### src/rtl/ftvd_pkg.sv
// Shared constants, types and hash function for the vertex dedup block.
package ftvd_pkg;
  localparam int MAX_VERTICES = 4096;
  localparam int REF_BITS = 20;
  localparam int IDX_BITS = $clog2(MAX_VERTICES);
  localparam int TOT_BITS = IDX_BITS + 1;
  localparam int SLOT_BITS = IDX_BITS + 1;
  localparam int CFG_BITS = 21;
  localparam int CFG_IDX_BITS = 2;
  localparam logic [CFG_IDX_BITS-1:0] REG_POSITION_COUNT = 2'd0;
  localparam logic [CFG_IDX_BITS-1:0] REG_UV_COUNT = 2'd1;
  localparam logic [CFG_IDX_BITS-1:0] REG_NORMAL_COUNT = 2'd2;
  localparam logic [1:0] ST_OK = 2'd0;
  localparam logic [1:0] ST_MISSING = 2'd1;
  localparam logic [1:0] ST_FULL = 2'd2;
  localparam int QUEUE_DEPTH = 2;

  typedef struct packed {
    logic op;
    logic face_start;
    logic [REF_BITS-1:0] p;
    logic [REF_BITS-1:0] u;
    logic [REF_BITS-1:0] n;
  } word_t;

  typedef struct packed {
    logic [1:0] status;
    logic new_vertex;
    logic [IDX_BITS-1:0] vertex_index;
    logic tri_valid;
    logic [IDX_BITS-1:0] tri_first;
    logic [IDX_BITS-1:0] tri_prev;
    logic [IDX_BITS-1:0] tri_curr;
    logic [REF_BITS-1:0] fetch_position;
    logic [REF_BITS-1:0] fetch_uv;
    logic [REF_BITS-1:0] fetch_normal;
    logic [2:0] attr_valid;
  } result_t;

  // Word after the multiply stage: three products still to be combined.
  typedef struct packed {
    logic [31:0] hp;
    logic [31:0] hu;
    logic [31:0] hn;
  } prod_t;

  function automatic logic [SLOT_BITS-1:0] hash_fold(prod_t pr);
    logic [31:0] h;
    h = pr.hp ^ pr.hu ^ pr.hn;
    h = h ^ (h >> 15);
    return h[SLOT_BITS-1:0];
  endfunction
endpackage

### src/rtl/ftvd_front.sv
// Front end: takes words, multiplies the hash terms and queues them.
module ftvd_front (
  input  logic clk,
  input  logic rst,
  input  logic push,
  input  ftvd_pkg::word_t push_word,
  output logic full,
  input  logic pop,
  output logic avail,
  output ftvd_pkg::word_t head_word,
  output logic [ftvd_pkg::SLOT_BITS-1:0] head_slot
);
  import ftvd_pkg::*;

  localparam int PTR_BITS = $clog2(QUEUE_DEPTH);

  logic stage_valid;
  word_t stage_word;
  prod_t stage_prod;
  word_t q_word [QUEUE_DEPTH];
  logic [SLOT_BITS-1:0] q_slot [QUEUE_DEPTH];
  logic [PTR_BITS-1:0] wr_ptr;
  logic [PTR_BITS-1:0] rd_ptr;
  logic [PTR_BITS:0] count;
  logic q_push;

  assign q_push = stage_valid;
  // stage plus queue never exceed the queue depth
  assign full = (count + {{PTR_BITS{1'b0}}, stage_valid}) >= (PTR_BITS+1)'(QUEUE_DEPTH);
  assign avail = count != '0;
  assign head_word = q_word[rd_ptr];
  assign head_slot = q_slot[rd_ptr];

  always_ff @(posedge clk) begin
    if (rst) begin
      stage_valid <= 1'b0;
      wr_ptr <= '0;
      rd_ptr <= '0;
      count <= '0;
    end else begin
      stage_valid <= push;
      if (q_push) wr_ptr <= wr_ptr + 1'b1;
      if (pop) rd_ptr <= rd_ptr + 1'b1;
      count <= count + {{PTR_BITS{1'b0}}, q_push} - {{PTR_BITS{1'b0}}, pop};
    end
  end

  always_ff @(posedge clk) begin
    if (push) begin
      stage_word <= push_word;
      stage_prod.hp <= 32'(push_word.p) * 32'd2654435761;
      stage_prod.hu <= 32'(push_word.u) * 32'd2246822519;
      stage_prod.hn <= 32'(push_word.n) * 32'd3266489917;
    end
    if (q_push) begin
      q_word[wr_ptr] <= stage_word;
      q_slot[wr_ptr] <= hash_fold(stage_prod);
    end
  end
endmodule

### config.mk
export PLATFORM = sky130hd
export DESIGN_NAME = ftvd_front
export DESIGN_NICKNAME = d
export VERILOG_FILES = /design/src/rtl/ftvd_pkg.sv /design/src/rtl/ftvd_front.sv
export SDC_FILE = /design/constraint.sdc
export NUM_CORES = 1
export LEC_CHECK = 0
export BUFFER_PORTS_ARGS = -buffer_cell sky130_fd_sc_hd__buf_2
export CORE_AREA = 3 3 280 213
export DETAILED_ROUTE_END_ITERATION = 12
export DIE_AREA = 0 0 283 216
export HOLD_SLACK_MARGIN = 0.1
export PLACE_DENSITY_LB_ADDON = 0.1
export SLEW_MARGIN = 20
export SYNTH_ARGS = -nofsm -noshare
export SYNTH_HDL_FRONTEND = slang
export SYNTH_SLANG_ARGS = --single-unit
### constraint.sdc
create_clock -name clk -period 14.7 [get_ports clk]
set_input_delay 2.94 -clock clk [delete_from_list [all_inputs] [get_ports clk]]
set_output_delay 2.94 -clock clk [all_outputs]
set_load 0.02 [all_outputs]
==> results by group, run 1 <==
Route
  – Via density: 5.01
  – Wirelength per Cell: 19.3 um
  – Residual DRC count: 0
  – ANT nets after route: 0
  – Detailed Routing Iterations Pass 1: 5
  – Routed WL: 63,600 um
  – Via count: 16,500
  – Detailed Route Iter0 Violations: 963

Logic synthesis
  – Main combinational cell family by area after synthesis: adder cells
  – Compound-cell area share of the yosys netlist: roughly 4.1%
  – Post-synth ARST share: 0%
  – #FFs+latches synth: between 200 and 300
  – Syn Std Cell Area: 0.0285 mm^2
  – Synth warn: 0
  – Fraction of synthesized area in multiplexers: 3.00%
  – Register area share after synthesis: a little over 30%
  – Synth Net Count: 3,174
  – Synth area leader: edfxtp_1
  – Count of different cell masters after synthesis: between 50 and 60
  – Yosys top cell area share: 29.9%
  – Synth Area in Adders: 45.9%
  – Cell count after synthesis: 2,309
  – Most instantiated cells after synthesis: inv_1, fa_1, ha_1
  – Mapped Avg Cell Area: 12.3 um^2
  – Post-synth EDFFs: 283
  – Most numerous cell in the Yosys netlist: inv_1
  – Simple-Gate Fraction of Synth Area: 2.36%
  – Top cells by area, synth: edfxtp_1, fa_1, ha_1
  – Xor-xnor portion of the synthesized cell area: 5.75%
  – Primary FF master, synth: edfxtp_1

Layout
  – Ant. Diodes: 0
  – Layout cells sized above 1: 11.9%
  – Layout fillers: 4,971
  – Nets: approximately 3,400
  – Post-layout util: 54.8%
  – Syn-to-layout area delta: 10.0%

CTS
  – CTS tree: done
  – Count of hold-fix buffers inserted at cts: 0
  – Post-CTS Setup Bufs: 0
  – CTS Sinks: 289
  – H-tree lvl count: 2
  – CTS root buf: clkbuf_16
  – Clock latency on the worst-skew pair: around 0.56 ns
  – Clock transition at path regs: 0.06 ns
  – CTS buffer count: 35
  – Cts repair resizes: 0
  – Clock Tree Buf Depth: 3

Placement
  – Port Buffers: 142
  – Placer Congestion: 0.933
  – DPL Wire Length: 53,500 um

Floorplanning
  – Standard-cell rows: 76
  – DIE HEIGHT: 216 um
  – Die area: roughly 0.061 mm^2
  – Die X: 283 um
  – Total I/O pin count: 143
  – Initial Util: 49.8%
  – Core area: 0.0571 mm^2

Outcome
  – Status: complete, no violations

Critical path
  – Req. time, crit path: 14.98 ns
  – R2r startpoint: wr_ptr
  – Crit path from: push_word[42]
  – Critical path type: in -> reg
  – Crit start category: primary input
  – Crit. End Element: flip-flop
  – Reg2reg end: q_word[1][3]
  – CP Capture Point: stage_prod[91]
  – R2r setup slk: 12.71 ns
  – R2R depth: 2
  – Arr. time, crit path: 8.64 ns
  – CP Max Fanout: 8

Timing
  – Worst Tran Pin Value: 0.858 ns
  – Max-slew headroom: approximately 43%
  – Final Critical Period: 8.37 ns
  – Setup violators final: 0
  – Max-slew violations: 0
  – Final hold vios: 0
  – Final period util: 56.9%
  – FMAX: 120 MHz
  – Clock skew: 0.0361 ns
  – Total negative slack: 0 ns
  – RSZ-0062 raised after global routing: false

Min path
  – Worst hold path type: reg -> reg
  – Hold Path Stages: 0

Global route
  – GR Overflow Total: 0
  – Largest net degree at the start of global routing: 73
  – Initial antenna violation count: 2
  – Global-route wire length before repair: 102,000 um
  – Number of global-route vias before repair: roughly 18,000
  – GRT Overall Usage: 21.9%

Flow run
  – Max Cap Viol: 0
[cell usage in the layout (no fill, tap or decap), types with 22 or more instances in the layout]
| master | Yosys | routed |
|---|---|---|
| mux2_2 | 75 | 75 |
| buf_2 | 0 | 141 |
| fa_1 | 410 | 410 |
| ha_1 | 389 | 389 |
| o21ai_0 | 22 | 22 |
| xnor2_1 | 148 | 148 |
| edfxtp_1 | 283 | 283 |
| a21oi_1 | 45 | 45 |
| nand2_1 | 39 | 39 |
| clkbuf_16 | 0 | 35 |
| xor2_1 | 39 | 39 |
| a21o_1 | 27 | 27 |
| inv_1 | 645 | 645 |
| nor2_1 | 42 | 42 |
[registers in the layout, summed over array words and instances, names as in the netlist, named ones only]
register,count
stage_word,62
q_push,1
count,2
q_slot,26
stage_prod,71
q_word,124
rd_ptr,1
wr_ptr,1
[area by class of cell]
type	instances	area [um^2]	area share (%)
clock buffer	41	898	2.87
tap	780	976	3.12
multi-input combinational	1367	17400	55.6
inverter	645	2420	7.73
sequential	289	8620	27.5
clock inverter	21	218	0.695
timing repair buffer	147	774	2.47
[per-stage QoR]
step                hold WS (ns)  instance area [um^2]  cells  setup WS [ns]
floorplan                  0.421                 28500   2309           6.34
global placement           0.422                 30200   3227           5.82
detailed placement         0.430                 30200   3228           5.78
CTS                        0.410                 31300   3290           6.35
global route               0.431                 31300   3290           5.93
finish                     0.416                 31300   3290           6.33
[routing by layer]
| metal | routed length [um] | GRT usage [%] | up-vias |
|---|---|---|---|
| met4 | 1060 | 4.40 | 0 |
| met5 | 0 | 0 | - |
| met2 | 28000 | 32.9 | 286 |
| met1 | 31400 | 33.6 | 8427 |
| met3 | 3120 | 3.65 | 59 |
| li1 | - | - | 7698 |
[cells by family (layout without fill, tap and decap cells)]
| family | count (synthesis) | in the layout |
|---|---|---|
| buffers and inverters | 653 | 854 |
| AO/OA/AOI/OAI | 161 | 161 |
| AND/OR/NAND/NOR | 144 | 144 |
| flip-flops | 289 | 289 |
| multiplexers | 76 | 76 |
| adder cells (fa/ha/maj) | 799 | 799 |
| XOR/XNOR | 187 | 187 |
[how the worst min path moves through the flow]
stage                         end  slack [ns]           start
global route        q_word[0][15]        0.43  stage_word[15]
floorplan           q_word[0][10]        0.42  stage_word[10]
CTS                 q_word[0][15]        0.41  stage_word[15]
detailed placement  q_word[1][39]        0.43  stage_word[39]
global placement    q_word[0][39]        0.42  stage_word[39]
finish              q_word[0][15]        0.42  stage_word[15]
[critical path: stages]
cell	delay (ns)
buf_2	0.17
fa_1	0.58
inv_1	0.10
fa_1	0.51
fa_1	0.51
inv_1	0.05
fa_1	0.48
fa_1	0.54
inv_1	0.05
fa_1	0.47
inv_1	0.04
ha_1	0.27
ha_1	0.40
a21oi_1	0.10
o22ai_1	0.24
o22ai_1	0.15
a211o_1	0.34
a31oi_1	0.31
a211o_1	0.18
a21oi_1	0.07
xnor2_1	0.13
Power of run 1 is not shown: default switching activity piles up to over one toggle a cycle in this logic, so the estimate is an artifact.
==> inputs of run 2 (changes only) <==
==> constraint.sdc (replaced) <==
create_clock -name clk -period 7.8 [get_ports clk]
set_input_delay 1.56 -clock clk [delete_from_list [all_inputs] [get_ports clk]]
set_output_delay 1.56 -clock clk [all_outputs]
set_load 0.02 [all_outputs]
==> results by group, run 2 (synthesized netlist as in run 1, its figures left out) <==
Outcome
  – Status: complete, no violations

Placement
  – Port Buffers: 142 (unchanged)
  – Placer Congestion: 0.929 (-0.51%)
  – DPL Wire Length: 54,500 um (+1.9%)
  – Placed insts: 3,236 (+0.25%)

Timing
  – Total negative slack: 0 ns (unchanged)
  – Max-slew headroom: 41.7% (-1.1 points)
  – Setup violators final: 0 (unchanged)
  – Max-slew violations: 0 (unchanged)
  – Clock skew: 0.0155 ns (-0.0206 ns)
  – Final period util: 90.3%
  – RSZ-0062 raised after global routing: false
  – Final Critical Period: approximately 7 ns
  – Worst Tran Pin Value: 0.875 ns (+0.0165 ns)
  – Final hold vios: 0 (unchanged)
  – FMAX: 142 MHz

Route
  – Wirelength per Cell: 19.5 um (+0.93%)
  – ANT nets after route: 0 (unchanged)
  – Via density: 4.98 (-0.61%)
  – Routed WL: 64,200 um (+0.96%)
  – Detailed Route Iter0 Violations: 800 (-17%)
  – Residual DRC count: 0 (unchanged)
  – Via count: 16,400 (-0.58%)
  – Detailed Routing Iterations Pass 1: 5 (unchanged)

Critical path
  – CP most frequent cell: fa_1
  – Critical path cell sequence: buf_2 -> fa_1 -> inv_1 -> fa_1 -> fa_1 -> inv_1 -> fa_1 -> fa_1 -> inv_1 -> fa_1 -> inv_1 -> fa_1 -> ha_1 -> inv_1 -> o22ai_1 -> o22ai_1 -> a211o_1 -> a31oi_1 -> a211o_1 -> a21oi_1 -> xnor2_1
  – CP Max Fanout: 8 (unchanged)
  – Crit-path slowest cell: fa_1
  – Arr. time, crit path: 7.36 ns (-1.28 ns)
  – Req. time, crit path: 8.12 ns (-6.86 ns)
  – Critical path type: in -> reg
  – Crit start category: primary input
  – Crit. End Element: flip-flop
  – CP peak stage delay: 0.57 ns (about the same)

CTS
  – Clock latency on the worst-skew pair: 0.59 ns (+0.03 ns)
  – CTS buffer count: 31 (-11%)
  – CTS Sinks: 289 (unchanged)
  – CTS tree: done
  – Post-CTS Setup Bufs: 0 (unchanged)
  – CTS root buf: clkbuf_16
  – H-tree lvl count: 1 (-1)
  – Count of hold-fix buffers inserted at cts: 0 (unchanged)
  – Cts repair resizes: 0 (unchanged)
  – Clock transition at path regs: 0.06 ns (about the same)
  – Clock Tree Buf Depth: 3 (unchanged)

Global route
  – GR Overflow Total: 0 (unchanged)
  – Initial antenna violation count: 3 (+1)
  – Number of global-route vias before repair: 18,300 (+1.2%)
  – Global-route wire length before repair: 104,000 um (+1.2%)
  – GRT Overall Usage: 22.0% (+0.11 points)
  – Largest net degree at the start of global routing: 84 (+15%)

Layout
  – Largest regs: q_word x124, stage_prod x71, stage_word x62
  – Layout cells sized above 1: 11.8% (-0.045 points)
  – Nets: 3,354 (+0.12%)
  – Number of flip-flops under the largest register name: 124 (unchanged)
  – Ant. Diodes: 0 (unchanged)
  – Commonest non-fill, non-tap cells in the layout: inv_1, fa_1, ha_1
  – Biggest register: q_word
  – Syn-to-layout area delta: 9.73%
  – Most common cell after layout, fill and taps aside: inv_1
  – Final instance count without filler cells: 3,291 (+0.030%)

Floorplanning
  – Standard-cell rows: 76 (unchanged)
  – Core area: 0.0571 mm^2 (unchanged)
  – Die X: 283 um (unchanged)
  – Initial Util: 49.8% (unchanged)
  – Die area: 0.0611 mm^2 (unchanged)
  – Total I/O pin count: 143 (unchanged)
  – DIE HEIGHT: 216 um (unchanged)

Min path
  – Worst hold path type: reg -> reg

Flow run
  – Max Cap Viol: 0 (unchanged)
-- run 2: changes by cell type in the layout (fill, tap and decap cells not counted), moves of 2 or more --
cell,change
clkbuf_16,-4
clkbuf_1,+2
buf_4,+8
clkinv_4,-3
-- run 2: per-layer routing --
metal	vias to the layer above	track usage, %	wire, um	share of wire [%]
met3	47	3.23	2640	4.1
li1	7700	-	-	-
met2	227	34.8	29000	45
met4	0	2.60	654	1.0
met1	8400	33.3	31900	50
met5	-	0	0	0
-- run 2: area by class of cell --
type	count	area, um^2
repair buffers	155	827
multi-input cells	1367	17400
flip-flops and latches	289	8620
clock buffers	39	806
well taps	780	976
clock inverters	16	178
inverters	645	2420
fillers	4916	25900
-- run 2: through the flow --
step / setup WS [ns] / hold slack (ns) / util, % / cell area (um^2)
2_1_floorplan: 0.819 / 0.421 / - / 28500
4_1_cts: 0.762 / 0.435 / 54.7 / 31200
5_1_grt: 0.431 / 0.449 / 54.7 / 31200
6_report: 0.757 / 0.439 / 54.7 / 31200
3_5_place_dp: 0.151 / 0.430 / 52.9 / 30200
3_3_place_gp: 0.285 / 0.422 / 52.9 / 30200
-- run 2: final timing paths --
kind	endpoint	depth (start not counted)	startpoint	slack [ns]
worst min-delay path	q_word[1][11]	0	stage_word[11]	0.44
worst min register to register	q_word[1][11]	0	stage_word[11]	0.44
worst max register to register	q_word[1][19]	2	wr_ptr	5.73
worst max-delay path	stage_prod[91]	21	push_word[42]	0.76
-- run 2: critical path, delay by kind of cell --
family                     cells  cell delay [ns]
adders and majority gates      8             3.77
buffers and inverters          6             0.51
AOI/OAI and AO/OA              6             1.39
xor gates and xnor gates       1             0.13
Power of run 2 is left out for the same reason.
==> inputs of run 3 (changes only) <==
==> constraint.sdc (replaced) <==
create_clock -name clk -period 7.6 [get_ports clk]
set_input_delay 1.52 -clock clk [delete_from_list [all_inputs] [get_ports clk]]
set_output_delay 1.52 -clock clk [all_outputs]
set_load 0.02 [all_outputs]
==> results by group, run 3 (synthesized netlist as in run 1, its figures left out) <==
Critical path
  – Reg2reg end: q_word[0][19]
  – CP most frequent cell: fa_1
  – R2R depth: 2 (unchanged)
  – R2r startpoint: q_push
  – Crit path from: push_word[42]
  – Critical path type: in -> reg
  – Critical path cell sequence: buf_2 -> fa_1 -> inv_1 -> fa_1 -> fa_1 -> inv_1 -> fa_1 -> fa_1 -> inv_1 -> fa_1 -> inv_1 -> fa_1 -> ha_1 -> inv_1 -> o22ai_1 -> o22ai_1 -> a211o_1 -> a31oi_1 -> a211o_1 -> a21oi_1 -> xnor2_1
  – CP bufs+invs: 6 (unchanged)
  – CP Max Fanout: 8 (unchanged)
  – CP Capture Point: stage_prod[91]
  – Critical path depth: 21 (unchanged)
  – Req. time, crit path: 7.88 ns (-0.24 ns)
  – CP peak stage delay: 0.59 ns (+0.02 ns)
  – Crit. End Element: flip-flop
  – Arr. time, crit path: 7.25 ns (-0.11 ns)
  – R2r setup slk: 5.16 ns (-0.57 ns)
  – Critical path's top delay family: adder cells
  – Crit-path slowest cell: fa_1
  – Crit start category: primary input

Global route
  – GRT Overall Usage: 21.9% (-0.10 points)
  – GR Overflow Total: 0 (unchanged)
  – Largest net degree at the start of global routing: 73 (-13%)
  – Global-route wire length before repair: 102,000 um (-1.0%)
  – Number of global-route vias before repair: 18,200 (-0.48%)
  – Initial antenna violation count: 2 (-1)

Route
  – Via density: 5.02 (+0.80%)
  – Detailed Routing Iterations Pass 1: 5 (unchanged)
  – Detailed Route Iter0 Violations: 902 (+13%)
  – Wirelength per Cell: 19.3 um (-0.85%)
  – ANT nets after route: 0 (unchanged)
  – Residual DRC count: 0 (unchanged)
  – Routed WL: 63,900 um (-0.40%)
  – Via count: 16,600 (+1.3%)

CTS
  – Clock latency on the worst-skew pair: 0.57 ns (-0.02 ns)
  – Clock transition at path regs: 0.06 ns (about the same)
  – Post-CTS Setup Bufs: 0 (unchanged)
  – CTS root buf: clkbuf_16
  – Cts repair resizes: 0 (unchanged)
  – CTS tree: done
  – Clock Tree Buf Depth: 3 (unchanged)
  – H-tree lvl count: 2 (+1)
  – CTS Sinks: 289 (unchanged)
  – CTS buffer count: 35 (+13%)
  – Count of hold-fix buffers inserted at cts: 0 (unchanged)

Placement
  – Port Buffers: 142 (unchanged)
  – Placed insts: 3,245 (+0.28%)
  – DPL Wire Length: 53,700 um (-1.5%)
  – Placer Congestion: 0.928 (-0.11%)

Timing
  – Max-slew violations: 0 (unchanged)
  – FMAX: 143 MHz
  – Clock skew: 0.0363 ns (+0.0208 ns)
  – Total negative slack: 0 ns (unchanged)
  – Final hold vios: 0 (unchanged)
  – Setup violators final: 0 (unchanged)
  – Max-slew headroom: 28.6% (-13 points)
  – Final Critical Period: 6.97 ns
  – RSZ-0062 raised after global routing: false
  – Final period util: 91.7%
  – Worst Tran Pin Value: 1.07 ns (+0.194 ns)

Floorplanning
  – Core area: 0.0571 mm^2 (unchanged)
  – Die X: 283 um (unchanged)
  – Total I/O pin count: 143 (unchanged)
  – Initial Util: 49.8% (unchanged)
  – Die area: 0.0611 mm^2 (unchanged)
  – DIE HEIGHT: 216 um (unchanged)
  – Standard-cell rows: 76 (unchanged)

Layout
  – Ant. Diodes: 0 (unchanged)
  – Post-layout util: 55.0% (+0.32 points)
  – Layout cells sized above 1: 12.3% (+0.44 points)
  – Commonest non-fill, non-tap cells in the layout: inv_1, fa_1, ha_1
  – Syn-to-layout area delta: 10.4%
  – Most common cell after layout, fill and taps aside: inv_1
  – Biggest register: q_word
  – Nets: 3,367 (+0.39%)
  – Number of flip-flops under the largest register name: 124 (unchanged)
  – Final instance count without filler cells: 3,306 (+0.46%)
  – Largest regs: q_word x124, stage_prod x71, stage_word x62

Outcome
  – Status: complete, no violations

Flow run
  – Max Cap Viol: 0 (unchanged)

Min path
  – Worst hold path type: reg -> reg
[run 3: cell count changes in the layout (fill, tap and decap cells not counted)]
| cell | change |
|---|---|
| clkbuf_16 | +4 |
| inv_16 | +1 |
| buf_12 | -1 |
| inv_6 | +2 |
| clkbuf_1 | +1 |
| clkinv_2 | -3 |
| clkinv_1 | +1 |
| buf_4 | +10 |
[run 3: area by class of cell]
cell class,instances,area [um^2]
clock buffers,44,910
multi-input cells,1367,17400
flip-flops and latches,289,8620
repair buffers,164,882
fillers,4899,25700
clock inverters,17,204
inverters,645,2420
well taps,780,976
[run 3: worst min path at each step]
stage | from | end | slack (ns) | cells past startpoint
6_report | stage_word[39] | q_word[1][39] | 0.44 | 0
5_1_grt | stage_word[39] | q_word[1][39] | 0.44 | 0
4_1_cts | stage_word[39] | q_word[1][39] | 0.43 | 0
3_5_place_dp | stage_word[4] | q_word[1][4] | 0.43 | 0
3_3_place_gp | stage_word[39] | q_word[0][39] | 0.42 | 0
2_1_floorplan | stage_word[10] | q_word[0][10] | 0.42 | 0
[run 3: metal layers]
layer  part of all wire [%]  wire [um]  global-route usage (%)
met1                     49      31200                    33.2
met2                     44      28400                    33.3
met3                    5.4       3430                    4.09
met4                    1.3        842                    3.76
met5                      0          0                       0
[run 3: worst reg2reg max path, cell delays in order (launching register included)]
cell	delay [ns]
dfxtp_1	0.40
nor2b_4	0.90
buf_4	0.70
[run 3: metrics by stage]
stage | setup slack (ns) | hold slack, ns | area (um^2)
2_1_floorplan | 0.659 | 0.421 | 28500
3_3_place_gp | 0.129 | 0.422 | 30300
3_5_place_dp | 0.0599 | 0.430 | 30300
4_1_cts | 0.625 | 0.432 | 31400
5_1_grt | 0.267 | 0.445 | 31400
6_report | 0.628 | 0.438 | 31400
Power of run 3 is left out for the same reason.
